File: src/hw/rtl/assert_macros.svh
// Assertion macros used by the top level of the occupancy bitmap block.
`ifndef ASSERT_MACROS_SVH
`define ASSERT_MACROS_SVH
`ifndef SYNTHESIS
`define ASSERT_SAME(label, clk, rst_n, ante, cons) \
    label: assert property (@(posedge clk) disable iff (!rst_n) (ante) |-> (cons)) \
        else $error("same-cycle check failed");
`define ASSERT_NEXT(label, clk, rst_n, ante, cons) \
    label: assert property (@(posedge clk) disable iff (!rst_n) (ante) |=> (cons)) \
        else $error("next-cycle check failed");
`else
`define ASSERT_SAME(label, clk, rst_n, ante, cons)
`define ASSERT_NEXT(label, clk, rst_n, ante, cons)
`endif
`endif

File: src/hw/rtl/oobu_pkg.sv
// Package with shared constants, types and a helper function of the occupancy bitmap block.
`timescale 1ns / 1ps
package oobu_pkg;

    localparam int LEVELS_DEF = 3;
    localparam int COORD_W    = 32;
    localparam int WIDE_W     = 34;
    localparam int CFG_IDX_W  = 2;
    localparam int LEAF_W     = 9;

    localparam logic [CFG_IDX_W-1:0] CFG_ORIGIN_X = 2'd0;
    localparam logic [CFG_IDX_W-1:0] CFG_ORIGIN_Y = 2'd1;
    localparam logic [CFG_IDX_W-1:0] CFG_ORIGIN_Z = 2'd2;

    localparam logic [7:0] MASK_FULL = 8'hFF;

    typedef struct packed {
        logic clr;
        logic start;
        logic desc;
        logic asc;
        logic load_out;
    } cmd_t;

    typedef struct packed {
        logic clr_last;
    } sts_t;

    function automatic int lvl_width(input int levels);
        return (levels > 1) ? $clog2(levels) : 1;
    endfunction

endpackage

File: src/hw/rtl/octree_occupancy_bitmap_update.sv
// Top level of the octree occupancy bitmap update block.
//
// Channel   Direction  Handshake           Payload
// config    in         cfg_we              cfg_index, cfg_data
// input     in         in_valid/in_stall   chunk_x, chunk_y, chunk_z, is_loaded, is_empty
// result    out        out_valid/out_stall leaf_number, root masks, all_loaded, all_empty
//
// An item goes from acceptance to its result with one node read per level on the
// way down and one node write per level on the way up through the mask memory.
// After reset the block clears the mask memory, one node a cycle over all
// (8^LEVELS-1)/7 nodes, and accepts no item until that is done.
// A result waiting on out_stall holds the next item only in the S_FIN state.
`timescale 1ns / 1ps
module octree_occupancy_bitmap_update #(
    parameter int LEVELS = oobu_pkg::LEVELS_DEF
) (
    input  logic                                  clk,
    input  logic                                  rst_n,
    input  logic                                  cfg_we,
    input  logic [oobu_pkg::CFG_IDX_W-1:0]        cfg_index,
    input  logic [oobu_pkg::COORD_W-1:0]          cfg_data,
    input  logic                                  in_valid,
    output logic                                  in_stall,
    input  logic signed [oobu_pkg::COORD_W-1:0]   chunk_x,
    input  logic signed [oobu_pkg::COORD_W-1:0]   chunk_y,
    input  logic signed [oobu_pkg::COORD_W-1:0]   chunk_z,
    input  logic                                  is_loaded,
    input  logic                                  is_empty,
    output logic                                  out_valid,
    input  logic                                  out_stall,
    output logic [oobu_pkg::LEAF_W-1:0]           leaf_number,
    output logic [7:0]                            root_loaded_mask,
    output logic [7:0]                            root_empty_mask,
    output logic                                  all_loaded,
    output logic                                  all_empty
);
    import oobu_pkg::*;

`include "assert_macros.svh"

    cmd_t                         cmd;
    sts_t                         sts;
    logic [lvl_width(LEVELS)-1:0] lvl;

    oobu_ctrl #(
        .LEVELS (LEVELS)
    ) u_ctrl (
        .clk       (clk),
        .rst_n     (rst_n),
        .in_valid  (in_valid),
        .in_stall  (in_stall),
        .out_valid (out_valid),
        .out_stall (out_stall),
        .sts       (sts),
        .cmd       (cmd),
        .lvl       (lvl)
    );

    oobu_datapath #(
        .LEVELS (LEVELS)
    ) u_datapath (
        .clk              (clk),
        .rst_n            (rst_n),
        .cfg_we           (cfg_we),
        .cfg_index        (cfg_index),
        .cfg_data         (cfg_data),
        .chunk_x          (chunk_x),
        .chunk_y          (chunk_y),
        .chunk_z          (chunk_z),
        .is_loaded        (is_loaded),
        .is_empty         (is_empty),
        .cmd              (cmd),
        .lvl              (lvl),
        .sts              (sts),
        .leaf_number      (leaf_number),
        .root_loaded_mask (root_loaded_mask),
        .root_empty_mask  (root_empty_mask),
        .all_loaded       (all_loaded),
        .all_empty        (all_empty)
    );

    `ASSERT_NEXT(a_busy_after_accept, clk, rst_n, in_valid && !in_stall, in_stall)
    `ASSERT_SAME(a_load_when_free, clk, rst_n, cmd.load_out, !out_valid || !out_stall)
    `ASSERT_NEXT(a_ready_after_clear, clk, rst_n, cmd.clr && sts.clr_last, !in_stall)
    `ASSERT_NEXT(a_result_after_load, clk, rst_n, cmd.load_out, out_valid)

endmodule

File: src/hw/rtl/oobu_ctrl.sv
// Controller state machine that sequences clearing, descent, ascent and result hand-off.
`timescale 1ns / 1ps
module oobu_ctrl #(
    parameter int LEVELS = oobu_pkg::LEVELS_DEF
) (
    input  logic                                      clk,
    input  logic                                      rst_n,
    input  logic                                      in_valid,
    output logic                                      in_stall,
    output logic                                      out_valid,
    input  logic                                      out_stall,
    input  oobu_pkg::sts_t                            sts,
    output oobu_pkg::cmd_t                            cmd,
    output logic [oobu_pkg::lvl_width(LEVELS)-1:0]    lvl
);
    import oobu_pkg::*;

    localparam int LVW = lvl_width(LEVELS);
    localparam logic [LVW-1:0] LAST_LVL = LVW'(LEVELS - 1);

    typedef enum logic [5:0] {
        S_CLEAR = 6'b000001,
        S_IDLE  = 6'b000010,
        S_DESC  = 6'b000100,
        S_WAIT  = 6'b001000,
        S_ASC   = 6'b010000,
        S_FIN   = 6'b100000
    } state_t;

    state_t         state_reg, state_next;
    logic [LVW-1:0] lvl_reg, lvl_next;
    logic           out_valid_reg, out_valid_next;

    always_comb
    begin
        state_next = state_reg;
        lvl_next   = lvl_reg;
        cmd        = '0;
        unique case (state_reg)
            S_CLEAR:
            begin
                cmd.clr = 1'b1;
                if (sts.clr_last)
                begin
                    state_next = S_IDLE;
                end
            end
            S_IDLE:
            begin
                if (in_valid)
                begin
                    cmd.start  = 1'b1;
                    lvl_next   = '0;
                    state_next = S_DESC;
                end
            end
            S_DESC:
            begin
                cmd.desc = 1'b1;
                if (lvl_reg == LAST_LVL)
                begin
                    state_next = S_WAIT;
                end
                else
                begin
                    lvl_next = lvl_reg + LVW'(1);
                end
            end
            S_WAIT:
            begin
                state_next = S_ASC;
            end
            S_ASC:
            begin
                cmd.asc = 1'b1;
                if (lvl_reg == '0)
                begin
                    state_next = S_FIN;
                end
                else
                begin
                    lvl_next = lvl_reg - LVW'(1);
                end
            end
            S_FIN:
            begin
                if (!out_valid_reg || !out_stall)
                begin
                    cmd.load_out = 1'b1;
                    state_next   = S_IDLE;
                end
            end
            default:
            begin
                state_next = S_CLEAR;
            end
        endcase
    end

    always_comb
    begin
        out_valid_next = out_valid_reg;
        if (cmd.load_out)
        begin
            out_valid_next = 1'b1;
        end
        else if (!out_stall)
        begin
            out_valid_next = 1'b0;
        end
    end

    always_ff @(posedge clk or negedge rst_n)
    begin
        if (!rst_n)
        begin
            state_reg     <= S_CLEAR;
            lvl_reg       <= '0;
            out_valid_reg <= 1'b0;
        end
        else
        begin
            state_reg     <= state_next;
            lvl_reg       <= lvl_next;
            out_valid_reg <= out_valid_next;
        end
    end

    assign in_stall  = (state_reg != S_IDLE);
    assign out_valid = out_valid_reg;
    assign lvl       = lvl_reg;

endmodule

File: src/hw/rtl/oobu_datapath.sv
// Datapath with origin registers, center compares, path registers and the node mask memory.
`timescale 1ns / 1ps
module oobu_datapath #(
    parameter int LEVELS = oobu_pkg::LEVELS_DEF
) (
    input  logic                                      clk,
    input  logic                                      rst_n,
    input  logic                                      cfg_we,
    input  logic [oobu_pkg::CFG_IDX_W-1:0]            cfg_index,
    input  logic [oobu_pkg::COORD_W-1:0]              cfg_data,
    input  logic signed [oobu_pkg::COORD_W-1:0]       chunk_x,
    input  logic signed [oobu_pkg::COORD_W-1:0]       chunk_y,
    input  logic signed [oobu_pkg::COORD_W-1:0]       chunk_z,
    input  logic                                      is_loaded,
    input  logic                                      is_empty,
    input  oobu_pkg::cmd_t                            cmd,
    input  logic [oobu_pkg::lvl_width(LEVELS)-1:0]    lvl,
    output oobu_pkg::sts_t                            sts,
    output logic [oobu_pkg::LEAF_W-1:0]               leaf_number,
    output logic [7:0]                                root_loaded_mask,
    output logic [7:0]                                root_empty_mask,
    output logic                                      all_loaded,
    output logic                                      all_empty
);
    import oobu_pkg::*;

    localparam int LVW        = lvl_width(LEVELS);
    localparam int NODE_COUNT = ((1 << (3 * LEVELS)) - 1) / 7;
    localparam int NW         = (NODE_COUNT > 1) ? $clog2(NODE_COUNT) : 1;

    logic [15:0] mem [NODE_COUNT];

    logic signed [COORD_W-1:0] origin_x_reg, origin_y_reg, origin_z_reg;
    logic signed [COORD_W-1:0] cx_reg, cy_reg, cz_reg;
    logic signed [WIDE_W-1:0]  lx_reg, ly_reg, lz_reg;
    logic [LEVELS-1:0]         half_reg;
    logic [NW-1:0]             node_reg;
    logic [LEAF_W-1:0]         leaf_reg;
    logic                      lfull_reg, efull_reg;
    logic [NW-1:0]             clr_cnt_reg;

    logic [NW-1:0]             path_node [LEVELS];
    logic [2:0]                path_child [LEVELS];
    logic [15:0]               path_mask [LEVELS];

    logic [15:0]               rd_data_reg;
    logic                      rd_val_reg;
    logic [LVW-1:0]            rd_lvl_reg;
    logic [15:0]               root_reg;

    logic [LEAF_W-1:0]         out_leaf_reg;
    logic [15:0]               out_root_reg;

    logic signed [WIDE_W-1:0]  half_w;
    logic signed [WIDE_W-1:0]  cx_w, cy_w, cz_w;
    logic signed [WIDE_W-1:0]  mx, my, mz;
    logic                      bx, by, bz;
    logic [2:0]                ci;
    logic [7:0]                bit8;
    logic [15:0]               pm;
    logic [7:0]                m_l, m_e;
    logic                      mem_we;
    logic [NW-1:0]             mem_waddr;
    logic [15:0]               mem_wdata;

    always_comb
    begin
        half_w = WIDE_W'($unsigned(half_reg));
        cx_w   = WIDE_W'(cx_reg);
        cy_w   = WIDE_W'(cy_reg);
        cz_w   = WIDE_W'(cz_reg);
        mx     = lx_reg + half_w;
        my     = ly_reg + half_w;
        mz     = lz_reg + half_w;
        bx     = (cx_w >= mx);
        by     = (cy_w >= my);
        bz     = (cz_w >= mz);
        ci     = {by, bz, bx};
    end

    always_comb
    begin
        pm   = path_mask[lvl];
        bit8 = 8'd1 << path_child[lvl];
        m_l  = lfull_reg ? (pm[7:0] | bit8) : (pm[7:0] & ~bit8);
        m_e  = efull_reg ? (pm[15:8] | bit8) : (pm[15:8] & ~bit8);
        mem_we    = cmd.clr | cmd.asc;
        mem_waddr = cmd.clr ? clr_cnt_reg : path_node[lvl];
        mem_wdata = cmd.clr ? 16'd0 : {m_e, m_l};
    end

    always_ff @(posedge clk or negedge rst_n)
    begin
        if (!rst_n)
        begin
            origin_x_reg <= '0;
            origin_y_reg <= '0;
            origin_z_reg <= '0;
            clr_cnt_reg  <= '0;
            rd_val_reg   <= 1'b0;
        end
        else
        begin
            if (cfg_we)
            begin
                unique case (cfg_index)
                    CFG_ORIGIN_X: origin_x_reg <= cfg_data;
                    CFG_ORIGIN_Y: origin_y_reg <= cfg_data;
                    CFG_ORIGIN_Z: origin_z_reg <= cfg_data;
                    default:      ;
                endcase
            end
            if (cmd.clr)
            begin
                clr_cnt_reg <= clr_cnt_reg + NW'(1);
            end
            rd_val_reg <= cmd.desc;
        end
    end

    always_ff @(posedge clk)
    begin
        if (cmd.start)
        begin
            cx_reg    <= chunk_x;
            cy_reg    <= chunk_y;
            cz_reg    <= chunk_z;
            lx_reg    <= WIDE_W'(origin_x_reg);
            ly_reg    <= WIDE_W'(origin_y_reg);
            lz_reg    <= WIDE_W'(origin_z_reg);
            half_reg  <= LEVELS'(1) << (LEVELS - 1);
            node_reg  <= '0;
            leaf_reg  <= '0;
            lfull_reg <= is_loaded;
            efull_reg <= is_empty;
        end
        else if (cmd.desc)
        begin
            if (bx)
            begin
                lx_reg <= mx;
            end
            if (by)
            begin
                ly_reg <= my;
            end
            if (bz)
            begin
                lz_reg <= mz;
            end
            half_reg         <= half_reg >> 1;
            node_reg         <= NW'({node_reg, ci} + (NW + 3)'(1));
            leaf_reg         <= {leaf_reg[LEAF_W-4:0], ci};
            path_node[lvl]   <= node_reg;
            path_child[lvl]  <= ci;
        end
        else if (cmd.asc)
        begin
            lfull_reg <= (m_l == MASK_FULL);
            efull_reg <= (m_e == MASK_FULL);
            if (lvl == '0)
            begin
                root_reg <= {m_e, m_l};
            end
        end

        rd_lvl_reg <= lvl;
        if (rd_val_reg)
        begin
            path_mask[rd_lvl_reg] <= rd_data_reg;
        end

        if (cmd.load_out)
        begin
            out_leaf_reg <= leaf_reg;
            out_root_reg <= root_reg;
        end
    end

    always_ff @(posedge clk)
    begin
        if (cmd.desc)
        begin
            rd_data_reg <= mem[node_reg];
        end
        if (mem_we)
        begin
            mem[mem_waddr] <= mem_wdata;
        end
    end

    assign sts.clr_last      = (clr_cnt_reg == NW'(NODE_COUNT - 1));
    assign leaf_number       = out_leaf_reg;
    assign root_loaded_mask  = out_root_reg[7:0];
    assign root_empty_mask   = out_root_reg[15:8];
    assign all_loaded        = (out_root_reg[7:0] == MASK_FULL);
    assign all_empty         = (out_root_reg[15:8] == MASK_FULL);

endmodule
File: config.mk
export PLATFORM = sky130hd
export DESIGN_NAME = octree_occupancy_bitmap_update
export DESIGN_NICKNAME = d
export VERILOG_FILES = /design/src/hw/rtl/oobu_pkg.sv /design/src/hw/rtl/octree_occupancy_bitmap_update.sv /design/src/hw/rtl/oobu_ctrl.sv /design/src/hw/rtl/oobu_datapath.sv
export VERILOG_INCLUDE_DIRS = /design/src /design/src/hw/rtl
export SDC_FILE = /design/constraint.sdc
export NUM_CORES = 2
export LEC_CHECK = 0
export BUFFER_PORTS_ARGS = -buffer_cell sky130_fd_sc_hd__buf_4
export CORE_MARGIN = 2
export CORE_UTILIZATION = 40
export DETAILED_ROUTE_END_ITERATION = 8
export RECOVER_POWER = 100
export SLEW_MARGIN = 40
export SYNTH_ARGS = -nofsm -noshare
export SYNTH_HDL_FRONTEND = slang
export SYNTH_SLANG_ARGS = --single-unit
File: constraint.sdc
create_clock -name clk -period 6.6 [get_ports clk]
set_input_delay 0.33 -clock clk [delete_from_list [all_inputs] [get_ports clk]]
set_output_delay 0.33 -clock clk [all_outputs]
set_load 0.05 [all_outputs]
==> impl_metrics.py <==
metrics = {
    "synthesis": {
        "yosys-top-cells-count": "1,503 x edfxtp_1, 368 x mux4_2, 253 x nor2_1",
        "synth_top_area_share_pct": 68.4,
        "synth_area_um2": 66000,
        "synthTopCellsByArea": "edfxtp_1 68%, mux4_2 13%, dfrtp_1 4.2%, ha_1 2.2%, mux2_2 2.0%",
        "synth_edf_count": 1503,
        "yosysSeqAreaShare_pct": 73.3,
        "ys.flop_type": "edfxtp_1",
        "synth_largest_area_cell": "edfxtp_1",
        "synth_cell_types": 54,
        "yosysWarnings": 0,
        "syn_avg_cell_area_um2": 18.9,
        "syn_nets": 3748,
        "synth_most_common_cell": "edfxtp_1",
        "syn-instance-count": 3494,
        "async_flop_share_pct": 6.90,
        "ys_ff_latch": 1637,
    },
    "floorplan": {
        "die_h_um": 410,
        "rows": 149,
        "die_area_um2": 168000,
        "io_pins": 166,
        "core-area_um2": 164000,
        "start_util_pct": 40.1,
        "fp.dieW_um": 410,
    },
    "route": {
        "post_drt_wl_per_cell_um": 26.3,
        "finalWirelength_mm": 165,
        "viasPerCell": 5.49,
        "vias": 34466,
        "ant_nets": 0,
        "drt_first_iter_violations": 3249,
        "drt_pre_antenna_iters": 5,
        "drc": 0,
    },
    "cts": {
        "cts_max_path_buffers": 3,
        "clk_pin_slew_ns": 0.06,
        "cts_inserted_buffers": 167,
        "clk_latency_ns": 0.81,
        "cts_tree": "yes",
        "root_buffer": "clkbuf_16",
        "h-tree-depth": 4,
        "clock-sinks": 1637,
        "ctsResizeCount": 0,
    },
    "sta": {
        "rsz0062_at_grt": "no",
        "max_freq_ghz": 0.161,
        "whs_ns": 0.271,
        "worst_pin_slew_ns": 3.90,
        "fin_setup_tns_ns": 0,
        "setup_viol": 0,
        "relSlewSlack_pct": -160,
        "slew_violations": 1288,
        "clock_skew_ns": 0.0243,
        "fin_crit_sh_pct": 93.9,
        "fin_crit_ns": 6.20,
        "hold_violations": 0,
    },
    "pwr": {
        "totalPowerFinal_w": 0.0242,
        "p_leak_nw": 25.8,
        "pwr_density_cell_nw_per_um2": 314,
        "peakVddDrop_mv": 0.273,
    },
    "final_layout": {
        "area_delta_synth_final_pct": 16.6,
        "regMostFlops": "u_datapath.mem",
        "num-fill-cells": 13915,
        "multi_input_comb_area_um2": 17000,
        "fin_area_um2": 77000,
        "drive_gt1_share_pct": 21.7,
        "largest_reg_flops": 1168,
        "final_core_util_pct": 46.8,
        "ff_latch_area_um2": 48400,
        "fin_nets": 4214,
        "reg.largest.list": "u_datapath.mem x1168, u_datapath.path_mask x48",
    },
    "worst_setup_path": {
        "crit_top_cell": "mux4_2",
        "crit_arrival_ns": 6.71,
        "crit_fanout": 71,
        "end_kind": "flop",
        "cpPeakStageDelay_ns": 1.77,
        "critPathRequiredTime_ns": 7.12,
        "startpoint_type": "flop",
        "crit_type": "flop to flop",
        "slowest_stage": "clkbuf_2",
        "cp_cell_sequence": "clkbuf_1 > clkbuf_2 > mux4_2 > mux4_2 > mux4_2 > mux2_1",
    },
    "outcome": {
        "run_status": "finished, violations left",
        "violations": "capacitance limit, slew limit",
    },
    "grt": {
        "first_global_vias": 34828,
        "grt_max_degree": 173,
        "antenna_found_initial": 6,
        "top_usage_layer": "met2",
        "use_met3_pct": 2.64,
        "gr-usage-met1_pct": 26.9,
        "grt_usage_pct": 19.7,
        "grt_overflow": 0,
        "met2_usage_pct": 32.8,
        "grt_pass1_wl_mm": 242,
    },
    "placed_design": {
        "dp.final_hpwl_mm": 103,
        "routabilityCongestion": 0.861,
        "dpl_cell_area_um2": 71000,
        "port_buffers": 165,
    },
    "flow_run": {
        "drv_cap": 32,
    },
    "hold_path": {
        "holdCritPathClass": "primary input to flop",
    },
}
kinds of logic (layout without fill, tap and decap cells):
family,count (synthesis),in the layout,synth area share (%)
DFF,1637,1637,73.3
and+or+nand+nor,638,638,4.38
muxes,533,533,15.3
AOI/OAI and AO/OA,275,275,2.25
buffers and inverters,186,783,1.12
adders and majority gates,117,117,2.25
xor gates and xnor gates,108,108,1.43
other,0,1,0
placed cells by master (no fill, tap or decap), drive strengths merged, types with 18 or more instances in the layout:
master | synthesis | layout
nand4 | 54 | 54
a21oi | 171 | 171
mux2i | 48 | 48
nand3 | 71 | 71
buf | 55 | 62
edfxtp | 1503 | 1503
xor2 | 66 | 66
clkinv | 0 | 64
inv | 41 | 46
bufinv | 0 | 19
nor3 | 18 | 18
dlygate4sd3 | 0 | 133
xnor2 | 42 | 42
nor2b | 18 | 18
nor2 | 253 | 253
dfrtp | 112 | 112
clkbuf | 90 | 457
mux2 | 117 | 117
o21ai | 68 | 68
nand2 | 163 | 163
dfxtp | 21 | 21
mux4 | 368 | 368
ha | 114 | 114
critical path: cells and delay by family (launching register included):
family,cells,cell delay (ns)
flops,1,0.41
buf+inv,2,3.39
mux,4,2.04
stage by stage:
stage	std cells	setup WS, ns
2_1_floorplan	3494	1.25
3_5_place_dp	5847	0.788
4_1_cts	6280	0.757
6_report	6281	0.404
5_1_grt	6280	0.134
3_3_place_gp	5838	0.855
report_power, final:
group | internal (W) | switching (W)
sequential | 0.0119 | 0.000196
combinational | 0.000972 | 0.00152
clock | 0.00563 | 0.00399
total | 0.0185 | 0.00570
final cells by class:
type                    count  area share (%)
inverters                  41           0.203
clock inverters            90            1.38
repair buffers            442            4.13
clock buffers             210            5.89
multi-input cells        1671            22.0
well taps                2189            3.56
diodes                      1         0.00325
flip-flops and latches   1637            62.8
final timing paths:
| path | start | to | slack [ns] | cells after the start |
|---|---|---|---|---|
| setup / recovery | u_datapath.node_reg[1] | u_datapath.rd_data_reg[0] | 0.40 | 6 |
| min in group asynchronous | rst_n | u_datapath.origin_z_reg[11] | 1.45 | 2 |
| max in group asynchronous | rst_n | u_ctrl.state_reg[5] | 2.23 | 3 |
| hold / removal | chunk_z[28] | u_datapath.cz_reg[28] | 0.27 | 2 |
| setup reg to reg | u_datapath.node_reg[1] | u_datapath.rd_data_reg[0] | 0.40 | 6 |
| hold reg to reg | u_datapath.root_reg[1] | u_datapath.out_root_reg[1] | 0.42 | 0 |
metal layers:
metal	wire length [µm]	vias up	share of wire (%)
li1	-	14944	-
met1	69500	18240	42
met2	81800	1061	50
met3	9460	221	5.7
met4	4370	0	2.6
met5	0	-	0
timing repair:
| action | 4_1_cts | 5_1_grt |
|---|---|---|
| setup buffers | 0 | 0 |
| hold buffers | 133 | 0 |
| hold endpoints to repair | 258 | 0 |
Note: power is estimated with default switching activity, not from simulation.
